==> src/hdl/stl_pkg.sv <==
package stl_pkg;

   localparam int MAX_KEYWORD_CHARS_DEFAULT = 8;
   localparam int POSITION_BITS_DEFAULT = 32;
   localparam int QUEUE_DEPTH = 4;

   // token kind codes
   localparam logic [6:0] K_CHAR_QUOTE = 7'd3;
   localparam logic [6:0] K_STR_QUOTE = 7'd4;
   localparam logic [6:0] K_NUMBER = 7'd0;
   localparam logic [6:0] K_BOOLEAN = 7'd5;
   localparam logic [6:0] K_INVALID = 7'd8;
   localparam logic [6:0] K_IDENT = 7'd28;
   localparam logic [6:0] K_ASSIGN = 7'd29;
   localparam logic [6:0] K_HASH = 7'd30;
   localparam logic [6:0] K_AT = 7'd31;
   localparam logic [6:0] K_SHEBANG = 7'd32;
   localparam logic [6:0] K_SEMI = 7'd34;
   localparam logic [6:0] K_LPAREN = 7'd35;
   localparam logic [6:0] K_RPAREN = 7'd36;
   localparam logic [6:0] K_LBRACKET = 7'd37;
   localparam logic [6:0] K_RBRACKET = 7'd38;
   localparam logic [6:0] K_LBRACE = 7'd39;
   localparam logic [6:0] K_RBRACE = 7'd40;
   localparam logic [6:0] K_GT = 7'd41;
   localparam logic [6:0] K_LT = 7'd42;
   localparam logic [6:0] K_GE = 7'd43;
   localparam logic [6:0] K_LE = 7'd44;
   localparam logic [6:0] K_EQ = 7'd45;
   localparam logic [6:0] K_PLUS = 7'd60;
   localparam logic [6:0] K_MINUS = 7'd61;
   localparam logic [6:0] K_STAR = 7'd62;
   localparam logic [6:0] K_SLASH = 7'd63;
   localparam logic [6:0] K_COMMENT = 7'd64;
   localparam logic [6:0] K_CARET = 7'd65;
   localparam logic [6:0] K_BANG = 7'd66;
   localparam logic [6:0] K_PERCENT = 7'd69;
   localparam logic [6:0] K_EOF = 7'd74;
   localparam logic [6:0] K_LAST = 7'd81;

   localparam logic [15:0] LEN_MAX = 16'hFFFF;
   localparam logic [23:0] POS24_MAX = 24'hFFFFFF;

   localparam int KW_COUNT = 39;
   localparam int KW_MAX_LEN = 8;

   localparam logic [63:0] KW_TEXT [KW_COUNT] = '{
      "init", "uninit", "var", "int", "uint", "boolean", "str", "char", "void", "out",
      "stdout", "errout", "stderr", "outstack", "include", "vmem", "stack", "heap",
      "allocate", "free", "run", "exec", "forward", "boot", "ignite", "fail",
      "exit", "fnc", "ret", "break", "continue", "if", "else", "for", "while",
      "true", "false", "ptr", "dref"};

   localparam int KW_LEN [KW_COUNT] = '{
      4, 6, 3, 3, 4, 7, 3, 4, 4, 3, 6, 6, 6, 8, 7, 4, 5, 4, 8, 4, 3, 4, 7, 4, 6, 4,
      4, 3, 3, 5, 8, 2, 4, 3, 5, 4, 5, 3, 4};

   localparam logic [6:0] KW_KIND [KW_COUNT] = '{
      7'd9, 7'd10, 7'd11, 7'd12, 7'd18, 7'd27, 7'd26, 7'd25, 7'd24, 7'd54,
      7'd55, 7'd56, 7'd57, 7'd73, 7'd33, 7'd49, 7'd50, 7'd51, 7'd52, 7'd53,
      7'd47, 7'd48, 7'd70, 7'd71, 7'd72, 7'd58, 7'd59, 7'd46, 7'd81, 7'd79,
      7'd80, 7'd75, 7'd76, 7'd77, 7'd78, K_BOOLEAN, K_BOOLEAN, 7'd67, 7'd68};

   // packed so that the kind sits in the lowest bits
   typedef struct packed {
      logic [31:0] token_index;
      logic [23:0] column_number;
      logic [23:0] line_number;
      logic [15:0] token_length;
      logic [31:0] start_offset;
      logic [6:0]  token_kind;
   } token_type;

   typedef struct packed {
      token_type tok;
      logic      last_of_run;
   } entry_type;

   typedef struct packed {
      logic [1:0] count;
      entry_type  entry0;
      entry_type  entry1;
   } push_type;

   function automatic logic is_alpha(input logic [7:0] c);
      return (c >= "A" && c <= "Z") || (c >= "a" && c <= "z");
   endfunction

   function automatic logic is_digit(input logic [7:0] c);
      return c >= "0" && c <= "9";
   endfunction

   function automatic logic is_space(input logic [7:0] c);
      return c == " " || (c >= 8'd9 && c <= 8'd13);
   endfunction

   function automatic logic is_opener(input logic [7:0] c);
      return c == "=" || c == ">" || c == "<" || c == "#" || c == "/";
   endfunction

   function automatic logic [6:0] single_kind(input logic [7:0] c);
      logic [6:0] k;
      case (c)
         "=": k = K_ASSIGN;
         "#": k = K_HASH;
         "@": k = K_AT;
         "(": k = K_LPAREN;
         ")": k = K_RPAREN;
         "[": k = K_LBRACKET;
         "]": k = K_RBRACKET;
         "{": k = K_LBRACE;
         "}": k = K_RBRACE;
         ";": k = K_SEMI;
         "-": k = K_MINUS;
         "+": k = K_PLUS;
         "*": k = K_STAR;
         "/": k = K_SLASH;
         "%": k = K_PERCENT;
         "<": k = K_LT;
         ">": k = K_GT;
         "^": k = K_CARET;
         "!": k = K_BANG;
         8'h27: k = K_CHAR_QUOTE;
         8'h22: k = K_STR_QUOTE;
         default: k = K_INVALID;
      endcase
      return k;
   endfunction

   // zero when the two bytes form no operator
   function automatic logic [6:0] pair_kind(input logic [7:0] a, input logic [7:0] b);
      logic [6:0] k;
      k = '0;
      if (a == "=" && b == "=") k = K_EQ;
      if (a == ">" && b == "=") k = K_GE;
      if (a == "<" && b == "=") k = K_LE;
      if (a == "#" && b == "!") k = K_SHEBANG;
      if (a == "/" && b == "/") k = K_COMMENT;
      return k;
   endfunction

   // first character moves to the lowest byte
   function automatic logic [63:0] byte_rev(input logic [63:0] s, input int n);
      logic [63:0] r;
      r = '0;
      for (int j = 0; j < 8; j++) begin
         if (j < n) r[8*j +: 8] = s[8*(n-1-j) +: 8];
      end
      return r;
   endfunction

   // chars are zero padded above the word, so the text alone fixes the length
   function automatic logic [6:0] word_kind(input logic [63:0] chars);
      logic [6:0] k;
      k = K_IDENT;
      for (int i = 0; i < KW_COUNT; i++) begin
         if (chars == byte_rev(KW_TEXT[i], KW_LEN[i])) k = KW_KIND[i];
      end
      return k;
   endfunction

endpackage

==> src/hdl/stl_queue.sv <==
module stl_queue (
   input  logic                clock,
   input  logic                reset,
   input  stl_pkg::push_type   push,
   output logic                room,
   output logic                out_valid,
   input  logic                out_ready,
   output stl_pkg::entry_type  out_entry
);

   localparam int PTR_BITS = $clog2(stl_pkg::QUEUE_DEPTH);
   localparam int CNT_BITS = $clog2(stl_pkg::QUEUE_DEPTH + 1);

   stl_pkg::entry_type mem_ff [stl_pkg::QUEUE_DEPTH];
   logic [PTR_BITS-1:0] wr_ptr_ff, wr_ptr_in;
   logic [PTR_BITS-1:0] rd_ptr_ff, rd_ptr_in;
   logic [CNT_BITS-1:0] count_ff, count_in;
   logic pop;

   assign out_valid = count_ff != '0;
   assign out_entry = mem_ff[rd_ptr_ff];
   assign pop = out_valid && out_ready;
   // two free slots so that any request can land
   assign room = count_ff <= CNT_BITS'(stl_pkg::QUEUE_DEPTH - 2);

   always_comb begin
      wr_ptr_in = wr_ptr_ff + PTR_BITS'(push.count);
      rd_ptr_in = rd_ptr_ff + PTR_BITS'(pop);
      count_in = count_ff + CNT_BITS'(push.count) - CNT_BITS'(pop);
   end

   always_ff @(posedge clock) begin
      if (reset) begin
         wr_ptr_ff <= '0;
         rd_ptr_ff <= '0;
         count_ff <= '0;
      end else begin
         wr_ptr_ff <= wr_ptr_in;
         rd_ptr_ff <= rd_ptr_in;
         count_ff <= count_in;
      end
      if (push.count != 2'd0) mem_ff[wr_ptr_ff] <= push.entry0;
      if (push.count == 2'd2) mem_ff[wr_ptr_ff + PTR_BITS'(1)] <= push.entry1;
   end

endmodule

==> src/hdl/stl_scan.sv <==
module stl_scan #(
   parameter int MAX_KEYWORD_CHARS = stl_pkg::MAX_KEYWORD_CHARS_DEFAULT,
   parameter int POSITION_BITS = stl_pkg::POSITION_BITS_DEFAULT
) (
   input  logic              clock,
   input  logic              reset,
   input  logic              fire,
   input  logic              end_of_source,
   input  logic [7:0]        ch,
   output stl_pkg::push_type push
);

   typedef enum logic [1:0] {MODE_IDLE, MODE_WORD, MODE_NUM, MODE_PEND} mode_type;

   localparam logic [POSITION_BITS-1:0] OFFSET_MAX = '1;

   mode_type mode_ff, mode_in;
   logic [MAX_KEYWORD_CHARS-1:0][7:0] word_ff, word_in;
   logic [15:0] run_length_ff, run_length_in;
   logic [POSITION_BITS-1:0] run_start_ff, run_start_in;
   logic [23:0] run_line_ff, run_line_in;
   logic [23:0] run_column_ff, run_column_in;
   logic [POSITION_BITS-1:0] cur_offset_ff, cur_offset_in;
   logic [23:0] cur_line_ff, cur_line_in;
   logic [23:0] cur_column_ff, cur_column_in;
   logic [31:0] emitted_ff, emitted_in;

   stl_pkg::token_type flush_tok, tok_a, tok_b;
   logic a_valid, b_valid, idle_path;
   logic [6:0] flush_kind, pk;

   always_comb begin
      case (mode_ff)
         MODE_WORD: flush_kind = (run_length_ff <= 16'(stl_pkg::KW_MAX_LEN))
                                 ? stl_pkg::word_kind(word_ff[7:0]) : stl_pkg::K_IDENT;
         MODE_NUM: flush_kind = stl_pkg::K_NUMBER;
         MODE_PEND: flush_kind = stl_pkg::single_kind(word_ff[0]);
         default: flush_kind = stl_pkg::K_INVALID;
      endcase
      flush_tok = '0;
      flush_tok.token_kind = flush_kind;
      flush_tok.start_offset = 32'(run_start_ff);
      flush_tok.token_length = run_length_ff;
      flush_tok.line_number = run_line_ff;
      flush_tok.column_number = run_column_ff;
   end

   always_comb begin
      mode_in = mode_ff;
      word_in = word_ff;
      run_length_in = run_length_ff;
      run_start_in = run_start_ff;
      run_line_in = run_line_ff;
      run_column_in = run_column_ff;
      cur_offset_in = cur_offset_ff;
      cur_line_in = cur_line_ff;
      cur_column_in = cur_column_ff;
      emitted_in = emitted_ff;
      a_valid = 1'b0;
      b_valid = 1'b0;
      idle_path = 1'b0;
      tok_a = flush_tok;
      tok_b = '0;
      tok_b.start_offset = 32'(cur_offset_ff);
      tok_b.line_number = cur_line_ff;
      tok_b.column_number = cur_column_ff;
      pk = stl_pkg::pair_kind(word_ff[0], ch);

      if (fire && end_of_source) begin
         a_valid = mode_ff != MODE_IDLE;
         b_valid = 1'b1;
         tok_b.token_kind = stl_pkg::K_EOF;
         tok_b.token_length = '0;
         mode_in = MODE_IDLE;
         word_in = '0;
         run_length_in = '0;
         run_start_in = '0;
         run_line_in = 24'd1;
         run_column_in = 24'd1;
         cur_offset_in = '0;
         cur_line_in = 24'd1;
         cur_column_in = 24'd1;
      end else if (fire) begin
         // every byte moves the position once
         if (cur_offset_ff != OFFSET_MAX) cur_offset_in = cur_offset_ff + 1'b1;
         if (ch == 8'h0A) begin
            if (cur_line_ff != stl_pkg::POS24_MAX) cur_line_in = cur_line_ff + 1'b1;
            cur_column_in = 24'd1;
         end else if (cur_column_ff != stl_pkg::POS24_MAX) begin
            cur_column_in = cur_column_ff + 1'b1;
         end

         case (mode_ff)
            MODE_WORD: begin
               if (stl_pkg::is_alpha(ch) || stl_pkg::is_digit(ch)) begin
                  for (int j = 0; j < MAX_KEYWORD_CHARS; j++) begin
                     if (run_length_ff == 16'(j)) word_in[j] = ch;
                  end
                  if (run_length_ff != stl_pkg::LEN_MAX) run_length_in = run_length_ff + 1'b1;
               end else begin
                  a_valid = 1'b1;
                  idle_path = 1'b1;
               end
            end
            MODE_NUM: begin
               if (stl_pkg::is_digit(ch)) begin
                  for (int j = 0; j < MAX_KEYWORD_CHARS; j++) begin
                     if (run_length_ff == 16'(j)) word_in[j] = ch;
                  end
                  if (run_length_ff != stl_pkg::LEN_MAX) run_length_in = run_length_ff + 1'b1;
               end else begin
                  a_valid = 1'b1;
                  idle_path = 1'b1;
               end
            end
            MODE_PEND: begin
               a_valid = 1'b1;
               if (pk != '0) begin
                  tok_a.token_kind = pk;
                  tok_a.token_length = 16'd2;
                  mode_in = MODE_IDLE;
               end else begin
                  idle_path = 1'b1;
               end
            end
            default: idle_path = 1'b1;
         endcase

         if (idle_path) begin
            mode_in = MODE_IDLE;
            if (stl_pkg::is_space(ch)) begin
               mode_in = MODE_IDLE;
            end else if (stl_pkg::is_alpha(ch) || stl_pkg::is_digit(ch)
                         || stl_pkg::is_opener(ch)) begin
               if (stl_pkg::is_alpha(ch)) mode_in = MODE_WORD;
               else if (stl_pkg::is_digit(ch)) mode_in = MODE_NUM;
               else mode_in = MODE_PEND;
               word_in = '0;
               word_in[0] = ch;
               run_length_in = 16'd1;
               run_start_in = cur_offset_ff;
               run_line_in = cur_line_ff;
               run_column_in = cur_column_ff;
            end else begin
               b_valid = 1'b1;
               tok_b.token_kind = stl_pkg::single_kind(ch);
               tok_b.token_length = 16'd1;
            end
         end
      end

      // pack the tokens into the queue slots
      push = '0;
      push.count = 2'(a_valid) + 2'(b_valid);
      push.entry0.tok = a_valid ? tok_a : tok_b;
      push.entry0.tok.token_index = emitted_ff;
      push.entry0.last_of_run = push.count == 2'd1;
      push.entry1.tok = tok_b;
      push.entry1.tok.token_index = emitted_ff + 32'd1;
      push.entry1.last_of_run = 1'b1;
      if (fire) begin
         emitted_in = end_of_source ? '0 : emitted_ff + 32'(push.count);
      end
   end

   always_ff @(posedge clock) begin
      if (reset) begin
         mode_ff <= MODE_IDLE;
         word_ff <= '0;
         run_length_ff <= '0;
         run_start_ff <= '0;
         run_line_ff <= 24'd1;
         run_column_ff <= 24'd1;
         cur_offset_ff <= '0;
         cur_line_ff <= 24'd1;
         cur_column_ff <= 24'd1;
         emitted_ff <= '0;
      end else begin
         mode_ff <= mode_in;
         word_ff <= word_in;
         run_length_ff <= run_length_in;
         run_start_ff <= run_start_in;
         run_line_ff <= run_line_in;
         run_column_ff <= run_column_in;
         cur_offset_ff <= cur_offset_in;
         cur_line_ff <= cur_line_in;
         cur_column_ff <= cur_column_in;
         emitted_ff <= emitted_in;
      end
   end

endmodule

==> src/hdl/source_token_lexer_unit.sv <==
// Streaming tokenizer: one source byte per request in, tokens out.
// Request channel: req_tdata carries the byte, req_tuser = 1 marks end of
// source (the byte is then ignored). Response channel: one token per
// transfer on rsp_tdata; rsp_tlast is high on the final token caused by a
// request. A request gives zero, one or two tokens; end of source always
// gives an EOF token and then returns the position, line, column and token
// count to their start values.
// A request is registered in the input register, scanned once the token
// queue has room, and its tokens wait in the queue for the receiver.
// Throughput: one request per cycle while the queue has room. The scanner
// fires only while the four-entry token queue has two free slots, and the
// queue drains one token per cycle while the receiver is ready, so runs of
// requests that each give two tokens are held back to that drain rate.
// When the receiver stalls, tokens wait in the queue, then the input
// register fills and req_tready drops. Reset (synchronous) empties the
// queue and the input register and puts the scanner at offset 0, line 1,
// column 1, token index 0.
module source_token_lexer_unit #(
   parameter int MAX_KEYWORD_CHARS = stl_pkg::MAX_KEYWORD_CHARS_DEFAULT,
   parameter int POSITION_BITS = stl_pkg::POSITION_BITS_DEFAULT
) (
   input  logic         clock,
   input  logic         reset,
   input  logic         req_tvalid,
   output logic         req_tready,
   input  logic [7:0]   req_tdata,   // [7:0] ch
   input  logic         req_tuser,   // [0] kind
   output logic         rsp_tvalid,
   input  logic         rsp_tready,
   // [6:0] token_kind, [38:7] start_offset, [54:39] token_length,
   // [78:55] line_number, [102:79] column_number, [134:103] token_index
   output logic [135:0] rsp_tdata,
   output logic         rsp_tlast    // last_of_run
);

   logic in_valid_ff, in_valid_in;
   logic in_eos_ff;
   logic [7:0] in_ch_ff;
   logic room, fire;
   stl_pkg::push_type push;
   stl_pkg::entry_type out_entry;

   assign fire = in_valid_ff && room;
   assign req_tready = !in_valid_ff || fire;
   assign in_valid_in = (req_tvalid && req_tready) || (in_valid_ff && !fire);

   always_ff @(posedge clock) begin
      if (reset) begin
         in_valid_ff <= 1'b0;
      end else begin
         in_valid_ff <= in_valid_in;
      end
      if (req_tvalid && req_tready) begin
         in_ch_ff <= req_tdata;
         in_eos_ff <= req_tuser;
      end
   end

   stl_scan #(
      .MAX_KEYWORD_CHARS(MAX_KEYWORD_CHARS),
      .POSITION_BITS(POSITION_BITS)
   ) u_scan (
      .clock(clock),
      .reset(reset),
      .fire(fire),
      .end_of_source(in_eos_ff),
      .ch(in_ch_ff),
      .push(push)
   );

   stl_queue u_queue (
      .clock(clock),
      .reset(reset),
      .push(push),
      .room(room),
      .out_valid(rsp_tvalid),
      .out_ready(rsp_tready),
      .out_entry(out_entry)
   );

   assign rsp_tdata = {1'b0, out_entry.tok};
   assign rsp_tlast = out_entry.last_of_run;

endmodule

==> config.mk <==
export PLATFORM = sky130hd
export DESIGN_NAME = source_token_lexer_unit
export DESIGN_NICKNAME = d
export VERILOG_FILES = /design/src/hdl/stl_pkg.sv /design/src/hdl/stl_queue.sv /design/src/hdl/stl_scan.sv /design/src/hdl/source_token_lexer_unit.sv
export SDC_FILE = /design/constraint.sdc
export NUM_CORES = 2
export LEC_CHECK = 0
export ABC_AREA = 0
export BUFFER_PORTS_ARGS = -buffer_cell sky130_fd_sc_hd__buf_2
export CORE_ASPECT_RATIO = 2
export CORE_MARGIN = 4
export CORE_UTILIZATION = 40
export CTS_BUF_LIST = sky130_fd_sc_hd__clkbuf_8
export DETAILED_ROUTE_END_ITERATION = 6
export GPL_TIMING_DRIVEN = 0
export PLACE_DENSITY = 0.59
export SYNTH_ARGS = -nofsm -noshare
export SYNTH_HDL_FRONTEND = slang
export SYNTH_SLANG_ARGS = --single-unit
==> constraint.sdc <==
create_clock -name clock -period 7.2 [get_ports clock]
set_input_delay 1.8 -clock clock [delete_from_list [all_inputs] [get_ports clock]]
set_output_delay 1.8 -clock clock [all_outputs]
set_load 0.03 [all_outputs]
==> metrics.cfg <==
[logic_synthesis]
ys_types=91
ys_seq_area_frac=0.5103
syn_area_um2=42350
yosysTopAreaCell=edfxtp_1
yosysMostFrequentCell=edfxtp_1
avgSynthCellArea_um2=10.45
syn_nets=4087
synth_common_cells=489 x edfxtp_1, 486 x nand2_1, 363 x a22o_1
yosys_warnings=0
ys_ff_latch=835
syn-instance-count=4051
synth_area_leaders=edfxtp_1 35%, dfxtp_1 16%, a22o_1 7.5%, mux4_2 7.2%, nand2_1 4.3%
synth-edff-count=489
synthArstFlopShare=0
yosysTopAreaCellShare=0.3467
ys.flop_type=edfxtp_1

[cts]
clkSinkCount=835
path_clk_slew_ns=0.07
clockRootBuffer=clkbuf_8
post_cts_buffers=0
holdBufCountCts=0
clk_path_buf_depth=3
cts_resized=0
clk_latency_ns=0.85
cts_tree=yes
cts.htree.levels=3
cts_made_buffers=115

[setup_path]
crit_chain=clkbuf_1 > clkbuf_1 > buf_1 > mux4_2 > buf_2
endpoint_kind=primary output
critical_path.startpoint=u_queue.rd_ptr_ff[0]
r2r_start=in_ch_ff[6]
crit_arrival_ns=4.70
cp_top_family=buffers and inverters
worstSetupPathType=flip-flop to primary output
critPathBufInv=4
cpPeakStageDelay_ns=1.01
cp-endpoint=rsp_tdata[114]
r2r_cells=16
worstSetupPathDepth=5
crit_path_start_kind=flip-flop
r2r_end=u_scan.emitted_ff[31]
slowest_stage=clkbuf_1
crit_top_cell=clkbuf_1
cp_max_fo=10
cp_data_required_time_ns=5.40
ff2ff_setup_slack_ns=0.99

[global_route]
grt_antenna_before_repair=4
grt_max_degree=96
grt_pass1_wl_um=238900
grt_usage=0.2900
grt_pass1_vias=35670
overflow=0

[timing]
timing.fmax_mhz=153.9
fin_skew_ns=0.07262
worst_slew_pin_slew_ns=1.580
setup_tns_ns=0
drv_slew=15
slew_headroom=-0.06839
finalCritPeriodShare=0.9027
rsz0062_at_grt=no
layout_min_cycle_time_ns=6.499
final_hold_viol_count=0
setup_violations=0

[power_and_ir_drop]
pwr_density_cell_nw_per_um2=260.1
ir_worst_vdd_uv=180.5
p_leak_nw=14.87

[floorplan]
core_um2=104900
die_y_um=468.2
ios=152
die_x_um=238.1
initial_core_util=0.4038
die_area_um2=111500
rows=168

[final_layout]
fillers=9951
nets=4361
fin_cells=5789
drive_gt1_frac=0.1197
area_delta_synth_final_pct=12.11

[route]
wirelength_um=167000
ant_nets=0
vias=35620
drc=0
first_iter_violations=2803
wl_per_cell_um=28.85
viasPerCell=6.153
first_pass_iters=7

[status]
violations=capacitance limit, slew limit
status=complete, but fails checks

[place]
dp.cells=5568
place_congestion=1.004
port-buffer-count=150
dp.final_hpwl_um=122800

[flow_run]
maxCapViolations=2

[worst_hold_path]
hp-class=flip-flop to flip-flop

-- stage by stage --
| stage | total power [mW] | hold slack [ns] | cell area [µm²] | worst slack (ns) | utilization |
|---|---|---|---|---|---|
| finish | 12.35 | 0.4758 | 47480 | 0.7006 | 0.4527 |
| CTS | 12.43 | 0.4794 | 47450 | 0.5118 | 0.4523 |
| detailed placement | 8.550 | 0.4608 | 45010 | 1.130 | 0.4291 |
| global route | 12.78 | 0.4916 | 47470 | 0.5165 | 0.4526 |
| floorplan | 7.468 | 0.4319 | 42350 | 1.383 | - |
| global placement | 8.568 | 0.4534 | 44800 | -2.628 | 0.4272 |
-- state kept, by name, indices dropped and copies added (netlist names) --
register / count
u_scan.mode_ff: 2
u_scan.emitted_ff: 32
u_queue.count_ff: 3
in_eos_ff: 1
in_ch_ff: 8
u_scan.run_line_ff: 24
u_scan.cur_offset_ff: 32
u_scan.run_start_ff: 32
u_scan.cur_line_ff: 24
u_scan.run_column_ff: 24
u_queue.wr_ptr_ff: 2
u_scan.word_ff: 64
u_scan.cur_column_ff: 24
u_scan.run_length_ff: 16
u_queue.rd_ptr_ff: 2
in_valid_ff: 1
u_queue.mem_ff: 544
-- logic make-up after synthesis --
kind of cell             Yosys count  synth area share
other                              1        0.00008854
AO/OA/AOI/OAI                   1044            0.1758
XOR/XNOR                         113           0.02337
flip-flops                       835            0.5103
buffers and inverters            441           0.04009
multiplexers                     141           0.07356
AND/OR/NAND/NOR                 1453            0.1697
adder cells (fa/ha/maj)           23          0.007149
-- cells in the final DEF, fill, tap and decap left out, drive strengths merged, types with 65 or more instances in the layout --
cell type / count
nand4: 103
o21ai: 241
mux4: 136
a22o: 363
nand3: 132
nor3: 85
clkbuf: 430
nor2: 306
xor2: 65
o31ai: 76
nand2: 487
dfxtp: 346
edfxtp: 489
buf: 258
a21oi: 152
-- where the power goes --
part	internal (mW)	switching [mW]	total [mW]	leakage, nW
sequential	5.31	0.0832	5.39	7.04
clock	2.01	1.92	3.93	1.35
combinational	0.925	2.11	3.03	6.48
total	8.24	4.11	12.4	14.9
-- layer usage --
layer  wire length (µm)  track usage  up-vias
li1                   -            -    15980
met1              54490       0.2821    17510
met3               8589      0.04387      614
met2              89660       0.5533     1522
met4              14290       0.2009        0
met5                  0            0        -
-- worst min-delay path, delay by kind of cell (launching register included) --
kind               cells  cell delay (ns)
AOI/OAI and AO/OA      1             0.05
DFF                    1             0.32
and+or+nand+nor        1             0.06
-- final cells by class --
cell class | instances | area [µm²] | share of cell area
clock inverter | 90 | 679.4 | 0.01431
clock buffer | 128 | 1762 | 0.03710
antenna | 3 | 7.507 | 0.0001581
inverter | 38 | 172.7 | 0.003637
sequential | 835 | 21610 | 0.4552
timing repair buffer | 157 | 890.9 | 0.01876
tap | 1360 | 1702 | 0.03584
multi-input combinational | 2775 | 19100 | 0.4023
buffer | 403 | 1555 | 0.03276
-- worst min-delay path by stage --
| stage | from | to | slack (ns) | cells after the start |
|---|---|---|---|---|
| floorplan | u_scan.cur_offset_ff[19] | u_scan.run_start_ff[19] | 0.43 | 2 |
| global placement | u_scan.cur_offset_ff[19] | u_scan.run_start_ff[19] | 0.45 | 2 |
| detailed placement | u_scan.cur_offset_ff[19] | u_scan.run_start_ff[19] | 0.46 | 2 |
| CTS | u_queue.mem_ff[3][43] | u_queue.mem_ff[3][43] | 0.48 | 1 |
| global route | u_queue.mem_ff[1][42] | u_queue.mem_ff[1][42] | 0.49 | 1 |
| finish | u_scan.cur_offset_ff[19] | u_scan.run_start_ff[19] | 0.48 | 2 |
Note: power is estimated with default switching activity, not from simulation.
